**config.mk**
```make
export PLATFORM = sky130hd
export DESIGN_NAME = sfd_ram
export DESIGN_NICKNAME = d
export VERILOG_FILES = /design/src/sfd_ram.sv
export SDC_FILE = /design/constraint.sdc
export NUM_CORES = 1
export LEC_CHECK = 0
export CAP_MARGIN = 20
export CORE_ASPECT_RATIO = 2
export CORE_MARGIN = 8
export CORE_UTILIZATION = 40
export CTS_CLUSTER_DIAMETER = 100
export DETAILED_ROUTE_END_ITERATION = 7
export DONT_BUFFER_PORTS = 1
export GPL_ROUTABILITY_DRIVEN = 0
export PLACE_DENSITY = 0.54
export SLEW_MARGIN = 20
export SYNTH_ARGS = -nofsm -noshare
export SYNTH_HDL_FRONTEND = slang
export SYNTH_SLANG_ARGS = --single-unit
```
**constraint.sdc**
```tcl
create_clock -name clk -period 5.3 [get_ports clk]
set_input_delay 0.795 -clock clk [delete_from_list [all_inputs] [get_ports clk]]
set_output_delay 0.795 -clock clk [all_outputs]
set_load 0.05 [all_outputs]
```
**src/sfd_ram.sv**
```systemverilog
// Generic simple dual-port RAM, one write and one registered read port.
// Read data holds while no read is issued. No dependencies.
`timescale 1ns / 1ps

module sfd_ram #(
  parameter int WIDTH = 32,
  parameter int DEPTH = 16,
  localparam int AW = (DEPTH > 1) ? $clog2(DEPTH) : 1
) (
  input  logic             clk,
  input  logic             we,
  input  logic [AW-1:0]    waddr,
  input  logic [WIDTH-1:0] wdata,
  input  logic             re,
  input  logic [AW-1:0]    raddr,
  output logic [WIDTH-1:0] rdata
);

  logic [WIDTH-1:0] mem [DEPTH];

  // Write port
  always_ff @(posedge clk) begin
    if (we) begin
      mem[waddr] <= wdata;
    end
  end

  // Registered read port
  always_ff @(posedge clk) begin
    if (re) begin
      rdata <= mem[raddr];
    end
  end

endmodule

```
==> qor.csv <==
metric,value,unit
Reg power frac,58.5,%
Routed WL,43.8,mm
startpoint class of the critical path,input port,
Final Power,8.47,mW
ys async rst share,0,%
Post-Layout Cell Count,1540,
CTS Hold Bufs,0,
Synth Net Count,881,
clock root buffer,clkbuf_16,
final core utilization,45.0,%
post-cts resize count,0,
Hold Slack,0.324,ns
Avg WL per Cell,28.4,um
I/O Buffers,0,
Setup Viol. Count Final,0,
ANT nets after route,0,
worst-path cell chain,nand3_1 -> nor2_4 -> buf_4,
TNS Setup,0,ns
status,completed,
num ports,75,
Starting Density,40.4,%
YS warnings,0,
NumNets Final,903,
Main synth FF type,edfxtp_1,
Worst-path clk slew,0.07,ns
placed inst area,0.0211,mm^2
Max Slew Vio Count,0,
initial antenna violation count,0,
CTS H-tree depth,2,
Clock Skews,0.0176,ns
First-pass DRT Iterations,5,
worst path required time,5.55,ns
dpl cells,1461,
final instance area,0.0225,mm^2
Comb power frac,3.0,%
layout cells sized above 1,25.7,%
Pint,6.76,mW
"Hold Vio Cnt, Final",0,
Post-CTS Setup Bufs,0,
Vias/cell,5.60,
power share of the clock group,38.5,%
critical path's top delay family,simple AND/OR/NAND/NOR gates,
total grt overflow,0,
most area-hungry cell type in the Yosys netlist,edfxtp_1,
worst slew pin tran,1.12,ns
register area share after synthesis,81.0,%
num rows,116,
dpl ws,2.59,ns
CTS tree,done,
ANT cells,0,
max cap viols,0,
TritonCTS Sinks,544,
CTS max path bufs,3,
Hold Path Class,input port to register,
synth unique cells,17,
Critical Path End Type,register,
DRC Markers,0,
"flops & latches, synth",544,
die footprint,0.0583,mm^2
Area contributors post-synth,"edfxtp_1 (81%), mux4_2 (14%), a22oi_1 (2.4%)",
Worst VDD drop,0.249,mV
Chip Width,175,um
via count,8621,
Switching Share,20.2,%
Layout area overhead,11.4,%
Post-Synthesis Cells,838,
All-Layer GR Usage,15.0,%
first-pass GRT wire length,64.1,mm
synthesized cell area,0.0202,mm^2
largest net degree at the start of global routing,129,
Pwr Density,377,mW/mm^2
most frequent cells after synthesis,"edfxtp_1 (544), mux4_2 (128), a22oi_1 (64)",
Max-slew headroom,25.2,%
Crit Path Max Fanout,22,
post-synth top area share,81.0,%
post-DP HPWL,23.3,mm
clock latency at the later pin of the worst-skew pair,0.56,ns
overall die height,334,um
Starting DRT DRC Count,625,
post-synthesis average cell area,24.1,um^2
Buf/Inv on CP,1,
NetSw,1.71,mW
Setup WS post-layout,3.15,ns
final worst-path cycle share,40.5,%
max incr delay on CP,0.93,ns
vias in the first global route,9461,
critical path type,input port to register,
f_max,466,MHz
Leakage,6.87,nW
"EDFF count, synth",544,
most common cell in the netlist,edfxtp_1,
RSZ-0062 raised after global routing,false,
minimum clock period,2.15,ns
CP arrival,2.39,ns
TritonCTS buffer count,46,
Slowest cell on crit path,nor2_4,
Core Area,0.0499,mm^2
## kinds of logic after synthesis
group	share of synthesized area, %
AO/OA/AOI/OAI	2.38
buffers and inverters	1.10
flip-flops	81.0
multiplexers	14.3
AND/OR/NAND/NOR	1.25
## cell type report
type / instances / area (um^2)
Timing Repair Buffer: 17 / 168
Multi-Input combinational cell: 251 / 3750
Tap cell: 649 / 812
Sequential cell: 544 / 16300
Clock inverter: 21 / 151
Clock buffer: 58 / 1260
Fill cell: 4184 / 27500
## power by group through the flow
stage | Clock (mW) | Combinational, mW | Sequential, mW
floorplan | 0 | 0.231 | 5.03
global placement | 0 | 0.255 | 5.05
detailed placement | 0 | 0.258 | 5.05
CTS | 3.33 | 0.259 | 4.96
global route | 3.45 | 0.273 | 4.96
finish | 3.26 | 0.254 | 4.95
## worst reg2reg max path: stages (launching register included)
cell and delay [ns]:
edfxtp_1 0.38, mux4_2 0.48, a22oi_1 0.29, nand2_1 0.09
## state kept, by name, summed over array words and instances, names as in the netlist
register,count
mem,512
rdata,32
## worst paths after layout
| path | slack, ns | endpoint | cells past startpoint | from |
|---|---|---|---|---|
| hold / removal | 0.32 | mem[13][0] | 0 | wdata[0] |
| setup / recovery | 3.15 | mem[13][26] | 3 | we |
| hold reg to reg | 0.75 | rdata[4] | 3 | mem[12][4] |
| setup reg to reg | 3.80 | rdata[30] | 3 | mem[10][30] |
## routing by layer
layer  track usage, %  share of wire [%]  up-vias
li1                 -                  -     3627
met1             17.5                 38     4728
met2             27.1                 54      200
met3             2.95                5.2       66
met4             5.12                2.5        0
met5                0                  0        -
## placed cells by master, fill, tap and decap left out
cell,instances
nand2_1,33
mux4_2,128
clkbuf_1,9
edfxtp_1,544
nor3_2,4
clkinv_2,10
clkinvlp_4,2
clkbuf_16,49
or3b_2,1
nor2_4,13
and2_2,1
buf_16,2
bufinv_16,2
buf_4,15
clkinv_1,7
nand2b_1,2
nand3_1,1
nor2b_4,2
a22oi_1,64
nand3b_1,2
No activity file was read; power rests on OpenSTA's default activity.
