[src/sfd_pkg.sv]
// Shared constants and types for the sensor frame deframer.
// No dependencies; the configuration interface, parser, drain and top level import it.
`timescale 1ns / 1ps

package sfd_pkg;

  // Default frame geometry
  localparam int MAX_SENSORS_DEF      = 15;
  localparam int BYTES_PER_SENSOR_DEF = 4;

  // Configuration port
  localparam int CFG_IDX_W = 2;
  localparam logic [CFG_IDX_W-1:0] CFG_START_FLAG = 2'd0;
  localparam logic [CFG_IDX_W-1:0] CFG_END_FLAG   = 2'd1;

  // Result kinds
  localparam logic [1:0] KIND_WORD  = 2'd0;
  localparam logic [1:0] KIND_EMPTY = 2'd1;
  localparam logic [1:0] KIND_DROP  = 2'd2;

  // Drop reasons
  localparam logic [2:0] RSN_NONE      = 3'd0;
  localparam logic [2:0] RSN_COUNT_BIG = 3'd1;
  localparam logic [2:0] RSN_ERR_COUNT = 3'd2;
  localparam logic [2:0] RSN_ERR_DATA  = 3'd3;
  localparam logic [2:0] RSN_END_BAD   = 3'd4;

  // Parser to drain sequencer: immediate result and drain request
  typedef struct packed {
    logic       res_valid;
    logic [1:0] kind;
    logic [2:0] reason;
    logic       drain_start;
  } par_evt_t;

  // Drain sequencer status back to the parser
  typedef struct packed {
    logic busy;
    logic slot_free;
  } drn_stat_t;

endpackage

[src/sfd_out_if.sv]
// Result channel: valid/ready with one result beat.
// Depends on nothing.
`timescale 1ns / 1ps

interface sfd_out_if;
  logic        valid;
  logic        ready;
  logic [1:0]  result_kind;
  logic [2:0]  drop_reason;
  logic [3:0]  sensor_index;
  logic [31:0] sensor_word;
  logic        last_result;

  modport source (output valid, result_kind, drop_reason, sensor_index, sensor_word,
                  last_result, input ready);
  modport sink   (input valid, result_kind, drop_reason, sensor_index, sensor_word,
                  last_result, output ready);
endinterface

[src/sfd_drain.sv]
// Drain sequencer and result register: reads buffered words out in order
// and holds one result beat. Depends on sfd_pkg and sfd_out_if.
`timescale 1ns / 1ps

module sfd_drain import sfd_pkg::*; #(
  parameter int MAX_SENSORS      = MAX_SENSORS_DEF,
  parameter int BYTES_PER_SENSOR = BYTES_PER_SENSOR_DEF,
  localparam int AW = (MAX_SENSORS > 1) ? $clog2(MAX_SENSORS) : 1,
  localparam int CW = $clog2(MAX_SENSORS + 1),
  localparam int WW = 8 * BYTES_PER_SENSOR
) (
  input  logic          clk,
  input  logic          rst,
  input  par_evt_t      evt,
  input  logic [CW-1:0] frame_count,
  output logic          ram_re,
  output logic [AW-1:0] ram_raddr,
  input  logic [WW-1:0] ram_rdata,
  output drn_stat_t     drn,
  sfd_out_if.source     res
);

  logic          draining;
  logic [CW-1:0] k;
  logic [CW-1:0] k_inc;
  logic [CW-1:0] cnt;
  logic          dv;
  logic [CW-1:0] dv_idx;
  logic          dv_last;
  logic          slot_free;
  logic          move;
  logic          issue;
  logic [CW+3:0] idx_ext;
  logic [WW+31:0] word_ext;

  assign k_inc     = k + 1'b1;
  assign slot_free = !res.valid || res.ready;
  assign move      = dv && slot_free;
  assign issue     = draining && (!dv || move);

  assign ram_re    = issue;
  assign ram_raddr = k[AW-1:0];

  assign drn.busy      = draining || dv;
  assign drn.slot_free = slot_free;

  assign idx_ext  = {4'b0000, dv_idx};
  assign word_ext = {32'd0, ram_rdata};

  // Read sequencer; the RAM read register acts as a skid stage
  always_ff @(posedge clk) begin
    if (rst) begin
      draining <= 1'b0;
      k        <= '0;
      cnt      <= '0;
      dv       <= 1'b0;
    end else begin
      if (evt.drain_start) begin
        draining <= 1'b1;
        k        <= '0;
        cnt      <= frame_count;
      end else if (issue) begin
        k <= k_inc;
        if (k_inc == cnt) draining <= 1'b0;
      end
      if (issue) dv <= 1'b1;
      else if (move) dv <= 1'b0;
    end
  end

  // Sideband of the word in the read register
  always_ff @(posedge clk) begin
    if (issue) begin
      dv_idx  <= k;
      dv_last <= (k_inc == cnt);
    end
  end

  // Result register: valid is control, payload needs no reset
  always_ff @(posedge clk) begin
    if (rst) begin
      res.valid <= 1'b0;
    end else if (move || evt.res_valid) begin
      res.valid <= 1'b1;
    end else if (res.ready) begin
      res.valid <= 1'b0;
    end
  end

  always_ff @(posedge clk) begin
    if (move) begin
      res.result_kind  <= KIND_WORD;
      res.drop_reason  <= RSN_NONE;
      res.sensor_index <= idx_ext[3:0];
      res.sensor_word  <= word_ext[31:0];
      res.last_result  <= dv_last;
    end else if (evt.res_valid) begin
      res.result_kind  <= evt.kind;
      res.drop_reason  <= evt.reason;
      res.sensor_index <= 4'd0;
      res.sensor_word  <= 32'd0;
      res.last_result  <= 1'b1;
    end
  end

endmodule
[src/flat_wrapper.sv]
// flat-port wrapper written by rule: the top's interface ports become plain ports
module sfd_drain_flat import sfd_pkg::*;
#(
  parameter int MAX_SENSORS      = MAX_SENSORS_DEF,
  parameter int BYTES_PER_SENSOR = BYTES_PER_SENSOR_DEF,
  localparam int AW = (MAX_SENSORS > 1) ? $clog2(MAX_SENSORS) : 1,
  localparam int CW = $clog2(MAX_SENSORS + 1),
  localparam int WW = 8 * BYTES_PER_SENSOR
)
  (clk, rst, evt, frame_count, ram_re, ram_raddr, ram_rdata, drn, res_valid, res_result_kind, res_drop_reason, res_sensor_index, res_sensor_word, res_last_result, res_ready);
  sfd_out_if res_i ();
  input  logic clk;
  input  logic rst;
  input  par_evt_t evt;
  input  logic [CW-1:0] frame_count;
  output logic ram_re;
  output logic [AW-1:0] ram_raddr;
  input  logic [WW-1:0] ram_rdata;
  output drn_stat_t drn;
  output wire logic [$bits(res_i.valid)-1:0] res_valid;
  output wire logic [$bits(res_i.result_kind)-1:0] res_result_kind;
  output wire logic [$bits(res_i.drop_reason)-1:0] res_drop_reason;
  output wire logic [$bits(res_i.sensor_index)-1:0] res_sensor_index;
  output wire logic [$bits(res_i.sensor_word)-1:0] res_sensor_word;
  output wire logic [$bits(res_i.last_result)-1:0] res_last_result;
  input wire logic [$bits(res_i.ready)-1:0] res_ready;
  assign res_valid = res_i.valid;
  assign res_result_kind = res_i.result_kind;
  assign res_drop_reason = res_i.drop_reason;
  assign res_sensor_index = res_i.sensor_index;
  assign res_sensor_word = res_i.sensor_word;
  assign res_last_result = res_i.last_result;
  assign res_i.ready = res_ready;
  sfd_drain #(.MAX_SENSORS(MAX_SENSORS), .BYTES_PER_SENSOR(BYTES_PER_SENSOR)) u_core (.clk(clk), .rst(rst), .evt(evt), .frame_count(frame_count), .ram_re(ram_re), .ram_raddr(ram_raddr), .ram_rdata(ram_rdata), .drn(drn), .res(res_i));
endmodule
[config.mk]
export PLATFORM = sky130hd
export DESIGN_NAME = sfd_drain_flat
export DESIGN_NICKNAME = d
export VERILOG_FILES = /design/src/sfd_pkg.sv /design/src/sfd_out_if.sv /design/src/sfd_drain.sv /design/src/flat_wrapper.sv
export SDC_FILE = /design/constraint.sdc
export NUM_CORES = 1
export LEC_CHECK = 0
export BUFFER_PORTS_ARGS = -buffer_cell sky130_fd_sc_hd__buf_2
export CELL_PAD_IN_SITES_DETAIL_PLACEMENT = 2
export CELL_PAD_IN_SITES_GLOBAL_PLACEMENT = 2
export CORE_MARGIN = 8
export CORE_UTILIZATION = 32
export DETAILED_ROUTE_END_ITERATION = 8
export GPL_ROUTABILITY_DRIVEN = 0
export PLACE_DENSITY_LB_ADDON = 0.1
export SYNTH_ARGS = -nofsm -noshare
export SYNTH_HDL_FRONTEND = slang
export SYNTH_SLANG_ARGS = --single-unit
[constraint.sdc]
create_clock -name clk -period 3.4 [get_ports clk]
set_clock_uncertainty 0.2 [all_clocks]
set_input_delay 0 -clock clk [delete_from_list [all_inputs] [get_ports clk]]
set_output_delay 0 -clock clk [all_outputs]
set_load 0.01 [all_outputs]
==> results.py <==
metrics = {
    "sta": {
        "final-max-slew-violation-count": 0,
        "hold_viol_final": 0,
        "period_share_pct": 63.1,
        "finalSetupViolations": 0,
        "tightest_slew_ns": 0.467,
        "maxSlewHeadroom_pct": 68.9,
        "period_needed_ns": 2.15,
        "fmax_ghz": 0.466,
        "rsz0062_at_grt": "no",
        "setup_tns_ns": 0,
    },
    "layout": {
        "filler_cell_count": 685,
        "area_growth_pct": 57.3,
        "antenna_cells": 0,
        "layout_common_cells": "95 x buf_2, 58 x dlygate4sd3_1, 42 x edfxtp_1",
        "drive_gt1_share_pct": 34.9,
        "finalNetCount": 364,
        "final_common_cell": "buf_2",
    },
    "die": {
        "coreArea_um2": 6790,
        "start_util_pct": 33.1,
        "fp.dieH_um": 99.8,
        "ios": 96,
        "dieArea_um2": 9960,
        "num_rows": 30,
        "die_width_um": 99.8,
    },
    "routing": {
        "vias": 1904,
        "drt-vias-per-instance": 4.57,
        "detail_route.wl_per_cell_um": 17.9,
        "drt_first_pass_iters": 4,
        "drc_errors": 0,
        "postRouteAntennaNets": 0,
        "dr.first_iter.drc_count": 62,
        "routed_wl_um": 7450,
    },
    "power_and_ir_drop": {
        "p_seq_share_pct": 52.6,
        "p_int_uw": 1190,
        "p_clk_share_pct": 32.2,
        "ir_drop_uv": 138,
        "combPwrFrac_pct": 15.2,
        "p_leak_uw": 0.00168,
        "power.total_uw": 1580,
        "swShare_pct": 25.0,
        "p_per_area_nw_per_um2": 448,
        "switching_power_uw": 396,
    },
    "logic_synthesis": {
        "synth_flop_cell": "edfxtp_1",
        "seq_area_frac_synth_pct": 70.4,
        "avgSynthCellArea_um2": 13.8,
        "syn_nets": 210,
        "ys_warn_count": 0,
        "async_flop_share_pct": 0,
        "synthesis.area_um2": 2250,
        "ys_types": 30,
        "synth_seq_cells": 58,
        "synthCells": 163,
        "synth-edff-count": 42,
    },
    "global_routing": {
        "grt_max_degree": 41,
        "grt_pass1_vias": 2189,
        "grt_antenna_before_repair": 0,
        "grt-ovfl-total": 0,
        "grt_use_total_pct": 15.5,
        "grt_pass1_wl_um": 11800,
    },
    "cts": {
        "cts_buffer_depth": 2,
        "root_buffer": "clkbuf_8",
        "clk_latency_ns": 0.32,
        "cts_resized": 0,
        "ctsHtreeMaxLevel": 3,
        "ctsHoldBuffers": 58,
        "post-cts-setup-buffer-count": 0,
        "cts_tree": "built",
        "cts.sinks": 58,
        "path_clk_slew_ns": 0.07,
        "numCtsBuffers": 9,
    },
    "critical_path": {
        "critPathKind": "input pin to register",
        "endpoint_kind": "register",
        "critPathRequiredTime_ns": 3.41,
        "arrival_ns": 2.16,
        "path_max_fanout": 7,
        "start_kind": "input pin",
    },
    "place": {
        "numPortBuffers": 95,
        "dpl.hpwl_um": 4620,
    },
    "outcome": {
        "outcome": "finished, final reports clean",
    },
    "run": {
        "maxCapViolCount": 0,
    },
    "min_path": {
        "hold_path_class": "input pin to register",
    },
}
-- routing by layer --
metal / share of wire, % / GRT usage, % / wire length, um / vias up
met1: 39 / 16.3 / 2880 / 932
met4: 1.0 / 5.59 / 78 / 0
met5: 0 / 0 / 0 / -
met2: 54 / 28.4 / 4060 / 61
met3: 5.8 / 4.36 / 434 / 8
li1: - / - / - / 903
-- cell usage after synthesis, types with 2 or more instances --
library cell	count	share of area, %
or4_1	2	0.67
o31ai_1	2	0.67
nand3_1	2	0.45
nor2_1	12	2.0
or2_2	2	0.56
clkbuf_1	10	1.7
edfxtp_1	42	56
nand2b_1	2	0.56
a21oi_1	6	1.3
mux2i_1	9	4.0
dfxtp_1	16	14
and3_1	36	10
inv_1	2	0.33
o21ai_0	2	0.45
xnor2_1	3	1.2
-- cells by family after synthesis --
| family | Yosys count | synth area share [%] |
|---|---|---|
| buffers and inverters | 15 | 3.01 |
| AOI/OAI and AO/OA | 12 | 3.06 |
| and+or+nand+nor | 63 | 16.4 |
| muxes | 9 | 4.01 |
| DFF | 58 | 70.4 |
| adders and majority gates | 1 | 0.557 |
| xor gates and xnor gates | 5 | 2.62 |
-- state kept, by name, summed over array words and instances (netlist names) --
name	flops
u_core.res.sensor_index	4
u_core.dv_last	1
u_core.res.valid	1
u_core.res.sensor_word	32
u_core.res.last_result	1
u_core.dv	1
u_core.res.result_kind	2
u_core.ram_raddr	4
u_core.cnt	4
u_core.draining	1
u_core.res.drop_reason	3
u_core.dv_idx	4
-- worst paths after layout --
| check | start | end | slack, ns | depth (start not counted) |
|---|---|---|---|---|
| worst max register to register | u_core.cnt[2] | u_core.cnt[2] | 1.42 | 4 |
| worst max-delay path | evt[0] | u_core.cnt[2] | 1.25 | 6 |
| worst min-delay path | rst | u_core.dv | 0.31 | 3 |
| worst min register to register | u_core.draining | u_core.ram_raddr[1] | 0.33 | 2 |
-- stage by stage --
stage | cell area, um^2 | util [%] | instances | hold WS [ns] | setup WS, ns
3_3_place_gp | 2810 | 41.3 | 344 | 0.0380 | 1.65
6_report | 3530 | 52.0 | 417 | 0.310 | 1.25
2_1_floorplan | 2250 | - | 163 | -0.131 | 1.15
5_1_grt | 3530 | 52.0 | 417 | 0.317 | 1.17
3_5_place_dp | 2810 | 41.3 | 344 | 0.0486 | 1.60
4_1_cts | 3530 | 52.0 | 417 | 0.287 | 1.36
-- cell type report --
| class | instances | area, um^2 | area share (%) |
|---|---|---|---|
| Clock buffer | 9 | 124 | 3.50 |
| Clock inverter | 6 | 25.0 | 0.708 |
| Inverter | 2 | 7.51 | 0.212 |
| Multi-Input combinational cell | 90 | 598 | 16.9 |
| Sequential cell | 58 | 1580 | 44.7 |
| Tap cell | 96 | 120 | 3.40 |
| Timing Repair Buffer | 156 | 1080 | 30.5 |
-- critical path: stages --
cell and delay, ns:
dlygate4sd3_1 0.54, buf_2 0.22, mux2i_1 0.23, dlygate4sd3_1 0.58, nor2_1 0.04, dlygate4sd3_1 0.56
-- power groups by stage --
stage	Combinational [uW]	Clock (uW)	Sequential (uW)
floorplan	65.1	0	869
global placement	178	0	846
detailed placement	180	0	848
CTS	241	530	833
global route	264	556	839
finish	241	509	833
Note: power is estimated with default switching activity, not from simulation.
